==> src/hdl/ddps_pkg.sv <==
// ddps_pkg: shared types, constants and helper functions for the
// differential drive path step block
// no dependencies
package ddps_pkg;

   // fixed-point constants, Q3.13 angles
   localparam logic signed [17:0] ANG_HALF_PI = 18'sd12868;
   localparam logic signed [17:0] ANG_PI      = 18'sd25736;
   localparam logic signed [17:0] ANG_TWO_PI  = 18'sd51472;

   // saturation bounds in the wide working width
   localparam int WIDE_W = 66;
   localparam logic signed [WIDE_W-1:0] SAT_HI = 66'sd2147483647;
   localparam logic signed [WIDE_W-1:0] SAT_LO = -66'sd2147483648;
   localparam logic signed [31:0] S32_MAX = 32'sh7FFF_FFFF;
   localparam logic signed [31:0] S32_MIN = 32'sh8000_0000;

   // cordic working width and iteration count
   localparam int CORDIC_W     = 36;
   localparam int CORDIC_STEPS = 14;

   // configuration register reset values and indexes
   localparam logic [30:0] TIME_STEP_RESET = 31'd655;
   localparam logic REG_WHEEL_OFFSET = 1'b0;
   localparam logic REG_TIME_STEP    = 1'b1;

   typedef struct packed {
      logic signed [31:0] path_pos_x;
      logic signed [31:0] path_pos_y;
      logic signed [31:0] path_vel_x;
      logic signed [31:0] path_vel_y;
      logic signed [15:0] perp_x;
      logic signed [15:0] perp_y;
      logic signed [31:0] perp_rate_x;
      logic signed [31:0] perp_rate_y;
      logic signed [15:0] heading;
      logic signed [31:0] speed_limit;
   } req_item_type;

   typedef struct packed {
      logic signed [31:0] left_x;
      logic signed [31:0] left_y;
      logic signed [31:0] right_x;
      logic signed [31:0] right_y;
      logic signed [31:0] left_speed;
      logic signed [31:0] right_speed;
      logic signed [31:0] left_travel;
      logic signed [31:0] right_travel;
      logic signed [31:0] param_step;
   } rsp_item_type;

   // multiplier operations; the product is registered and stored in the cycle after it is formed
   typedef enum logic [3:0] {
      MUL_NONE,
      MUL_OX,
      MUL_OY,
      MUL_DRX,
      MUL_DRY,
      MUL_LX,
      MUL_LY,
      MUL_RX,
      MUL_RY,
      MUL_MDP,
      MUL_DPL,
      MUL_DPR
   } mul_op_type;

   typedef enum logic [4:0] {
      S_IDLE,
      S_OX,
      S_OY,
      S_DRX,
      S_DRY,
      S_LX,
      S_LY,
      S_RX,
      S_RY,
      S_MDP,
      S_ROOT_GO,
      S_ROOT_WAIT,
      S_J_GO,
      S_J_WAIT,
      S_DPL,
      S_DPR,
      S_DP_SETTLE,
      S_SP_GO,
      S_SP_WAIT,
      S_FINISH
   } state_type;

   typedef struct packed {
      logic       load_in;
      mul_op_type mul_op;
      logic       root_go;
      logic       j_go;
      logic       sp_go;
      logic       finish;
   } cmd_type;

   typedef struct packed {
      logic root_busy;
      logic div_busy;
      logic out_free;
   } status_type;

   // arctangent of 2^-i in Q3.13
   function automatic logic signed [15:0] atan_entry(input logic [3:0] i);
      logic signed [15:0] v;
      case (i)
         4'd0:    v = 16'sd6434;
         4'd1:    v = 16'sd3798;
         4'd2:    v = 16'sd2007;
         4'd3:    v = 16'sd1019;
         4'd4:    v = 16'sd511;
         4'd5:    v = 16'sd256;
         4'd6:    v = 16'sd128;
         4'd7:    v = 16'sd64;
         4'd8:    v = 16'sd32;
         4'd9:    v = 16'sd16;
         4'd10:   v = 16'sd8;
         4'd11:   v = 16'sd4;
         4'd12:   v = 16'sd2;
         4'd13:   v = 16'sd1;
         default: v = 16'sd0;
      endcase
      return v;
   endfunction

   // clamp a wide signed value into 32 bits
   function automatic logic signed [31:0] sat32(input logic signed [WIDE_W-1:0] v);
      logic signed [31:0] r;
      if (v > SAT_HI) begin
         r = S32_MAX;
      end else if (v < SAT_LO) begin
         r = S32_MIN;
      end else begin
         r = v[31:0];
      end
      return r;
   endfunction

   // negate with saturation of the most negative value
   function automatic logic signed [31:0] neg_sat(input logic signed [31:0] v);
      logic signed [31:0] r;
      if (v == S32_MIN) begin
         r = S32_MAX;
      end else begin
         r = -v;
      end
      return r;
   endfunction

   // wheel points against the heading by more than a quarter turn
   function automatic logic reversing(input logic signed [15:0] dir,
                                      input logic signed [15:0] hd);
      logic signed [17:0] d;
      d = 18'(dir) - 18'(hd);
      if (d > ANG_PI) begin
         d = d - ANG_TWO_PI;
      end else if (d < -ANG_PI) begin
         d = d + ANG_TWO_PI;
      end
      return (d > ANG_HALF_PI) || (d < -ANG_HALF_PI);
   endfunction

endpackage

==> src/hdl/ddps_ctrl.sv <==
// ddps_ctrl: sequencer that steps the datapath through one item
// depends on ddps_pkg for state, command and status types
module ddps_ctrl import ddps_pkg::*; (
   input  logic       clock,
   input  logic       reset,
   input  logic       req_valid,
   output logic       req_ready,
   input  status_type status,
   output cmd_type    cmd
);

   state_type state_ff, state_in;

   always_ff @(posedge clock) begin
      if (reset) begin
         state_ff <= S_IDLE;
      end else begin
         state_ff <= state_in;
      end
   end

   // next state and commands
   always_comb begin
      state_in  = state_ff;
      cmd       = '0;
      cmd.mul_op = MUL_NONE;
      req_ready = 1'b0;
      case (state_ff)
         S_IDLE: begin
            req_ready = 1'b1;
            if (req_valid) begin
               cmd.load_in = 1'b1;
               state_in    = S_OX;
            end
         end
         S_OX: begin
            cmd.mul_op = MUL_OX;
            state_in   = S_OY;
         end
         S_OY: begin
            cmd.mul_op = MUL_OY;
            state_in   = S_DRX;
         end
         S_DRX: begin
            cmd.mul_op = MUL_DRX;
            state_in   = S_DRY;
         end
         S_DRY: begin
            cmd.mul_op = MUL_DRY;
            state_in   = S_LX;
         end
         S_LX: begin
            cmd.mul_op = MUL_LX;
            state_in   = S_LY;
         end
         S_LY: begin
            cmd.mul_op = MUL_LY;
            state_in   = S_RX;
         end
         S_RX: begin
            cmd.mul_op = MUL_RX;
            state_in   = S_RY;
         end
         S_RY: begin
            cmd.mul_op = MUL_RY;
            state_in   = S_MDP;
         end
         S_MDP: begin
            cmd.mul_op = MUL_MDP;
            state_in   = S_ROOT_GO;
         end
         S_ROOT_GO: begin
            cmd.root_go = 1'b1;
            state_in    = S_ROOT_WAIT;
         end
         S_ROOT_WAIT: begin
            if (!status.root_busy) begin
               state_in = S_J_GO;
            end
         end
         S_J_GO: begin
            cmd.j_go = 1'b1;
            state_in = S_J_WAIT;
         end
         S_J_WAIT: begin
            if (!status.div_busy) begin
               state_in = S_DPL;
            end
         end
         S_DPL: begin
            cmd.mul_op = MUL_DPL;
            state_in   = S_DPR;
         end
         S_DPR: begin
            cmd.mul_op = MUL_DPR;
            state_in   = S_DP_SETTLE;
         end
         S_DP_SETTLE: begin
            state_in = S_SP_GO;
         end
         S_SP_GO: begin
            cmd.sp_go = 1'b1;
            state_in  = S_SP_WAIT;
         end
         S_SP_WAIT: begin
            if (!status.div_busy) begin
               state_in = S_FINISH;
            end
         end
         S_FINISH: begin
            if (status.out_free) begin
               cmd.finish = 1'b1;
               state_in   = S_IDLE;
            end
         end
         default: begin
            state_in = S_IDLE;
         end
      endcase
   end

endmodule

==> config.mk <==
export PLATFORM = sky130hd
export DESIGN_NAME = ddps_ctrl
export DESIGN_NICKNAME = d
export VERILOG_FILES = /design/src/hdl/ddps_pkg.sv /design/src/hdl/ddps_ctrl.sv
export SDC_FILE = /design/constraint.sdc
export NUM_CORES = 1
export LEC_CHECK = 0
export BUFFER_PORTS_ARGS = -buffer_cell sky130_fd_sc_hd__buf_2
export CAP_MARGIN = 20
export CORE_AREA = 2 2 39 41
export CTS_CLUSTER_DIAMETER = 50
export DETAILED_ROUTE_END_ITERATION = 8
export DIE_AREA = 0 0 41 43
export PLACE_DENSITY_LB_ADDON = 0.25
export SYNTH_ARGS = -nofsm -noshare
export SYNTH_HDL_FRONTEND = slang
export SYNTH_SLANG_ARGS = --single-unit
export TNS_END_PERCENT = 20
==> constraint.sdc <==
create_clock -name clock -period 2.4 [get_ports clock]
set_input_delay 0.36 -clock clock [delete_from_list [all_inputs] [get_ports clock]]
set_output_delay 0.36 -clock clock [all_outputs]
set_load 0.01 [all_outputs]
Word-level counts from Yosys, hierarchy flattened:

Cells that the tools add are included.

* add/sub/neg operators: 0
* multipliers: 0
* div/mod/pow operators: 0
* $lt $le $gt $ge: 0
* eq/ne operators: 24
* shift-type cells: 0
* multiplexer cells: 15
* bitwise gates (word level): 0
* reduce and logical (&&, ||, !) cells: 2

Operators by type and width (count)
* 5-bit one-hot mux with 20 select lines: 1
* 4-bit one-hot mux with 11 select lines: 1
* 5-bit by 4-bit equality test with 1-bit output, second input constant: 8
* 5-bit 2-to-1 mux: 5
* 5-bit by 3-bit equality test with 1-bit output, second input constant: 4
* 5-bit equality test, second input constant: 4
* 5-bit by 2-bit equality test with 1-bit output, second input constant: 2
* 2-bit inequality test, second input constant: 5
* 1-bit 2-to-1 mux: 8
* 5-bit by 1-bit equality test with 1-bit output, second input constant: 1
* 5-bit logical NOT: 1
* 5-bit AND reduction: 1

* register bits after elaboration: 5
* latch bits: 0
* memory bits (writable): 0
* memory bits (read-only): 0
* bits of input ports: 6
* output and inout port bits: 10
* word-level logic and storage cells: 42
* memories kept: 0

Logic depth before layout (Yosys ltp):

Gate-level depths: netlist of run 1.

* depth in word-level cells: 3
* gate-level depth with buffers: 5
* gate-level depth less buffers: 4

Worst setup path after synthesis of run 1:

Ideal clock, no wire load.

* path type: register to output
* from: register state_ff[4]
* to: output cmd[8] (netlist bit)
* arrival time: 1478 ps
* required time: 2040 ps
* path slack: 562 ps
* stages on the path, launching flop included: 5
* path buffers: 1
* cells stage by stage: dfxtp_1 -> buf_6 -> or3_2 -> nor3_1 -> and2_1

RTL lines
* from (decl): RTL line ddps_ctrl.sv:12 `state_type state_ff, state_in;`
* from (signal assigned): RTL line ddps_ctrl.sv:18 `state_ff <= state_in;`
* to (decl): RTL line ddps_ctrl.sv:9 `output cmd_type cmd`

==> out/metrics.csv, run 1 <==
metric;value;unit
largest family of logic cells by synthesized area;simple AND/OR/NAND/NOR gates;
Post-DP Area;538.0;um2
Distinct cells, synth;36;
number of flip-flops under the largest register name;5;
kind of critical path;reg -> out;
DP Wirelength;796.2;um
All-Layer GR Usage;15.86;%
Nets;78;
IO buf count;15;
Worst Setup End Kind;output port;
Final setup viols;0;
Min-Delay Path Class;in -> reg;
number of antenna diodes;0;
CTS tree;built;
Final Max Slew Viols;0;
clock latency on the worst-skew pair;0.23;ns
Synth Area in XOR/XNOR;3.590;%
Die ar.;0.001763;mm2
dominant cell type by area after synthesis;dfxtp_1;
cts repair resizes;0;
period utilization;84.65;%
layout cells sized above 1;38.03;%
Hold Violations, Final;0;
CTS Buffer Depth;2;
delay-heaviest family, CP;simple AND/OR/NAND/NOR gates;
syn nets;63;
Cell Chain, Critical Path;or3_2 -> nor3_1 -> and2_1 -> buf_2;
Buf/Inv on CP;1;
DRT Pass-1 Iters;4;
Clock Skews;0.0003895;ns
Mapped Area;488.0;um2
GPL Wtd Cong;0.7734;
synth warn;0;
Largest regs;state_ff x5;
synth cell count leaders;dfxtp_1, nor3b_1, nand2_1;
number of flops mapped to enable cells by yosys;0;
worst path required time;2.04;ns
max-cap viol count;0;
placed cell count;83;
slowest cell delay on critical path;0.55;ns
cell leakage power;0.0002386;uW
Seq/Total Area, Yosys;20.51;%
I/O pins;16;
vias in the first global route;433;
proportion of synthesized area in mux cells;0;%
Final ANT Viol Nets;0;
Vias;493;
Core ar.;0.001384;mm2
Tmin final;2.032;ns
Final Cell Area;564.3;um2
Post-Synth Simple-Gate Area;42.31;%
Std-Cell Rows;14;
DR iter-0 viols;7;
Worst VDD drop;0.2105;mV
GRT overflow;0;
Die Wd;41;um
Total Wirelength;1.098;mm
RSZ-0062 raised after global routing;false;
CTS clock-pin slew for the worst setup and hold paths;0.04;ns
Area contributors post-synth;dfxtp_1, nor3b_1, buf_6;
f_max;0.4922;GHz
Syn Area/Cell;8.561;um2
htree depth;1;
Vias per Instance;5.667;
drt wl/cell;12.62;um
Slew @ Worst Pin;0.4470;ns
Initial Util;35.26;%
final std cells w/o fill;87;
Synth Area in Adders;0;%
Post-synth ARST share;0;%
post-synth top area share;20.51;%
CP Max Fanout;14;
area grow syn2layout;15.64;%
run status;complete, no violations;
Post-Synthesis Cells;57;
Tot Pwr;258.3;uW
Synth Flop Type;dfxtp_1;
CP Launch Type;register;
compound-cell area share of the yosys netlist;23.59;%
largest register by flop count;state_ff;
Chip Height;43;um
DRC;0;
antenna violations before repair;0;
CTS root buffer;clkbuf_4;
WP data arrival;1.67;ns
Clock Sinks;5;
setup bufs post-CTS;0;
CP max stage cell;or3_2;
first-pass GRT wire length;1.890;mm
PD cells;457.8;mW/mm2
Filler cells;154;
number of synthesized register bits;5;
setup_tns;0;ns
normalized max-slew margin;69.80;%
Final Util;40.78;%
CTS Hold Bufs;0;
CTS buffer count;3;
largest net degree at the start of global routing;16;
==> metal layers <==
| layer | part of all wire (%) | vias up | track usage [%] |
|---|---|---|---|
| met5 | 0 | - | 0 |
| met4 | 1.1 | 0 | 10.00 |
| met3 | 2.9 | 2 | 3.141 |
| met2 | 47 | 8 | 21.88 |
| met1 | 49 | 234 | 21.54 |
| li1 | - | 249 | - |
==> through the flow <==
step,setup slack [ns],hold WS [ns]
after floorplan,0.5624,0.4246
after global placement,0.6353,0.5899
after detailed placement,0.6089,0.5922
after CTS,0.3534,0.3356
after global routing,0.2295,0.3464
final,0.3685,0.3441
==> final timing paths <==
path                                  start           to  slack [ns]  cells past startpoint
worst max register to register  state_ff[4]  state_ff[4]        0.62                      4
worst max-delay path            state_ff[4]       cmd[8]        0.37                      4
worst min register to register  state_ff[2]  state_ff[2]        0.67                      2
worst min-delay path                  reset  state_ff[2]        0.34                      2
==> kinds of logic after synthesis <==
logic type             Yosys count
flip-flops                       5
XOR/XNOR                         2
AND/OR/NAND/NOR                 31
buffers and inverters            6
AO/OA/AOI/OAI                   13
==> where the power goes <==
part           leakage (uW)  total, uW  switching, uW  internal [uW]
logic              0.000183       59.8           28.6           31.2
registers         0.0000408        105           16.7           88.6
clock network     0.0000150       93.2           30.6           62.6
==> area by class of cell <==
| cell class | count | area [um2] | share of cell area [%] |
|---|---|---|---|
| well taps | 16 | 20.02 | 3.548 |
| inverters | 1 | 3.754 | 0.6652 |
| repair buffers | 15 | 75.07 | 13.30 |
| multi-input cells | 46 | 339.1 | 60.09 |
| clock buffers | 4 | 26.28 | 4.656 |
| flip-flops and latches | 5 | 100.1 | 17.74 |
==> worst reg2reg max path, delay by kind of cell, from the launching register on <==
kind | cells | cell delay [ns]
compound gates | 3 | 0.63
flops | 1 | 0.58
simple gates | 1 | 0.46
==> cells in the final DEF (no fill, tap or decap), types with 2 or more instances in the layout <==
cell / instances
buf_2: 15
nor3b_1: 5
dfxtp_1: 5
nand2_1: 4
a21oi_1: 3
nor2_1: 3
nor3_1: 3
clkbuf_4: 3
xor2_1: 2
and2_2: 2
No activity file was read; power rests on OpenSTA's default activity.
==> inputs of run 2 (changes only) <==
--- a/config.mk
+++ b/config.mk
@@ -5,6 +5,7 @@
 export SDC_FILE = /design/constraint.sdc
 export NUM_CORES = 1
 export LEC_CHECK = 0
+export ABC_AREA = 1
 export BUFFER_PORTS_ARGS = -buffer_cell sky130_fd_sc_hd__buf_2
 export CAP_MARGIN = 20
 export CORE_AREA = 2 2 39 41
==> constraint.sdc (replaced) <==
create_clock -name clock -period 1.8 [get_ports clock]
set_input_delay 0.27 -clock clock [delete_from_list [all_inputs] [get_ports clock]]
set_output_delay 0.27 -clock clock [all_outputs]
set_load 0.01 [all_outputs]
==> run 2 against run 1 <==
First-iteration DRC count up 14%. Routed wire length grew 20%. Cell count rose by 44%. Critical endpoint is now cmd[4]. Power rose to 4.3 times the previous value. Largest power group is now combinational logic. Combinational power rose to 12 times the previous value. Critical path depth increased by 2.
==> out/metrics.csv, run 2 <==
metric;value;unit
run status;complete, no violations;
DRC;0;
largest family of logic cells by synthesized area;simple AND/OR/NAND/NOR gates;
WHS Endpoint;state_ff[0];
CP Max Fanout;11;
Final WS setup;0.1185;ns
Post-Synth Simple-Gate Area;50.45;%
FF-to-FF End;state_ff[2];
Slew @ Worst Pin;0.3808;ns
Initial Util;40.51;%
Final Cell Area;663.1;um2
CTS Buffer Depth;2;
Final Util;47.92;%
Final Max Slew Viols;0;
first-pass GRT wire length;2.166;mm
Buf/Inv on CP;3;
Cell Chain, Critical Path;inv_4 -> nand3_2 -> inv_1 -> nand2_1 -> a31oi_1 -> buf_2;
Core ar.;0.001384;mm2
antenna violations before repair;0;
Synth Area in XOR/XNOR;0;%
normalized max-slew margin;74.58;%
drt wl/cell;10.51;um
cts repair resizes;0;
Syn Area/Cell;6.027;um2
Worst R2R Path Depth;7;
Distinct cells, synth;25;
Clock Skews;0.001810;ns
Vias per Instance;4.936;
CTS buffer count;3;
Hold Violations, Final;0;
number of flops mapped to enable cells by yosys;0;
f_max;0.5947;GHz
layout cells sized above 1;34.86;%
GRT overflow;0;
GPL Wtd Cong;0.7787;
worst path required time;1.53;ns
CTS Hold Bufs;0;
Worst VDD drop;0.6463;mV
Std-Cell Rows;14;
pre-CTS setup slack;0.2883;ns
Synth Area in Adders;0;%
hold wc startpoint;reset;
Tmin final;1.681;ns
reg-to-reg startpoint;state_ff[1];
Die Wd;41;um
CP max stage cell;dfxtp_1;
PD cells;1658;mW/mm2
Hold Path Stages;2;
CTS clock-pin slew for the worst setup and hold paths;0.04;ns
IO buf count;15;
cell leakage power;0.0003631;uW
synth warn;0;
largest register by flop count;state_ff;
Final ANT Viol Nets;0;
dominant cell type by area after synthesis;dfxtp_1;
Nets;116;
DRT Pass-1 Iters;4;
CTS root buffer;clkbuf_4;
Clock Sinks;5;
RSZ-0062 raised after global routing;false;
Worst Setup End Kind;output port;
max-cap viol count;0;
Final setup viols;0;
syn nets;99;
synth cell count leaders;nand2_1, inv_1, nor2_1;
Chip Height;43;um
delay-heaviest family, CP;flip-flops;
All-Layer GR Usage;17.89;%
Seq/Total Area, Yosys;17.86;%
most frequent cells in the layout;nand2_1, buf_2, inv_1;
Vias;617;
most frequent cell after synthesis;nand2_1;
Area contributors post-synth;dfxtp_1, nand2_1, inv_1;
Mapped Area;560.5;um2
WP data arrival;1.41;ns
Total Wirelength;1.314;mm
setup bufs post-CTS;0;
number of flip-flops under the largest register name;5;
post-synth top area share;17.86;%
I/O pins;16;
Post-synth ARST share;0;%
largest net degree at the start of global routing;12;
Post-DP Area;628.1;um2
worst reg-to-reg setup slack;0.33;ns
number of synthesized register bits;5;
DR iter-0 viols;8;
Post-Synthesis Cells;93;
CTS tree;built;
period utilization;93.41;%
area grow syn2layout;18.30;%
clock latency on the worst-skew pair;0.24;ns
vias in the first global route;524;
CP Launch Type;register;
DP Wirelength;1.065;mm
compound-cell area share of the yosys netlist;14.96;%
Min-Delay Path Class;in -> reg;
setup_tns;0;ns
kind of critical path;reg -> out;
number of antenna diodes;0;
Synth Flop Type;dfxtp_1;
Largest regs;state_ff x5;
slowest cell delay on critical path;0.41;ns
commonest non-fill, non-tap cell in the layout;nand2_1;
htree depth;1;
Die ar.;0.001763;mm2
proportion of synthesized area in mux cells;0;%
-- run 2: worst max path at each step --
stage	from	endpoint	cells after the start
5_1_grt	state_ff[4]	cmd[4]	6
6_report	state_ff[4]	cmd[4]	6
3_3_place_gp	state_ff[4]	cmd[4]	6
2_1_floorplan	state_ff[4]	cmd[4]	7
4_1_cts	state_ff[4]	cmd[7]	6
3_5_place_dp	state_ff[4]	cmd[7]	6
-- run 2: area by class of cell --
cell class | count | area (um2)
sequential | 5 | 101.3
multi-input combinational | 68 | 374.1
tap | 16 | 20.02
timing repair buffer | 15 | 75.07
clock buffer | 4 | 26.28
inverter | 17 | 66.31
fill | 155 | 720.7
-- run 2: metrics by stage --
step | cells | hold WS, ns | power, uW
finish | 125 | 0.2089 | 1100
global route | 125 | 0.2236 | 1234
CTS | 125 | 0.2029 | 1102
detailed placement | 121 | 0.4644 | 962.9
global placement | 121 | 0.4633 | 962.1
floorplan | 93 | 0.3324 | 832.7
-- run 2: worst reg2reg max path, stage by stage, from the launching register on --
cell and delay [ns]:
dfxtp_1 0.52, inv_1 0.13, nor2_1 0.15, nand3_1 0.13
a21oi_2 0.19, nor2_2 0.08, o21ai_1 0.12, nor2_1 0.05
-- run 2: cell families (layout without fill, tap and decap cells) --
family,count (synthesis),after routing
buffers and inverters,20,36
and+or+nand+nor,55,55
AOI/OAI and AO/OA,13,13
DFF,5,5
-- run 2: where the power goes --
part           total (uW)  leakage [uW]  switching, uW  internal (uW)
sequential            262     0.0000416            106            156
combinational         708      0.000307            446            261
clock                 130     0.0000150           46.2           83.8
total                1100      0.000363            598            501
-- run 2: metal layers --
metal | routed length (um) | share of wire, % | GRT usage [%]
met2 | 623 | 47 | 27.19
met5 | 0 | 0 | 0
met1 | 618 | 47 | 23.55
met4 | 31 | 2.4 | 10.00
met3 | 41 | 3.1 | 1.571
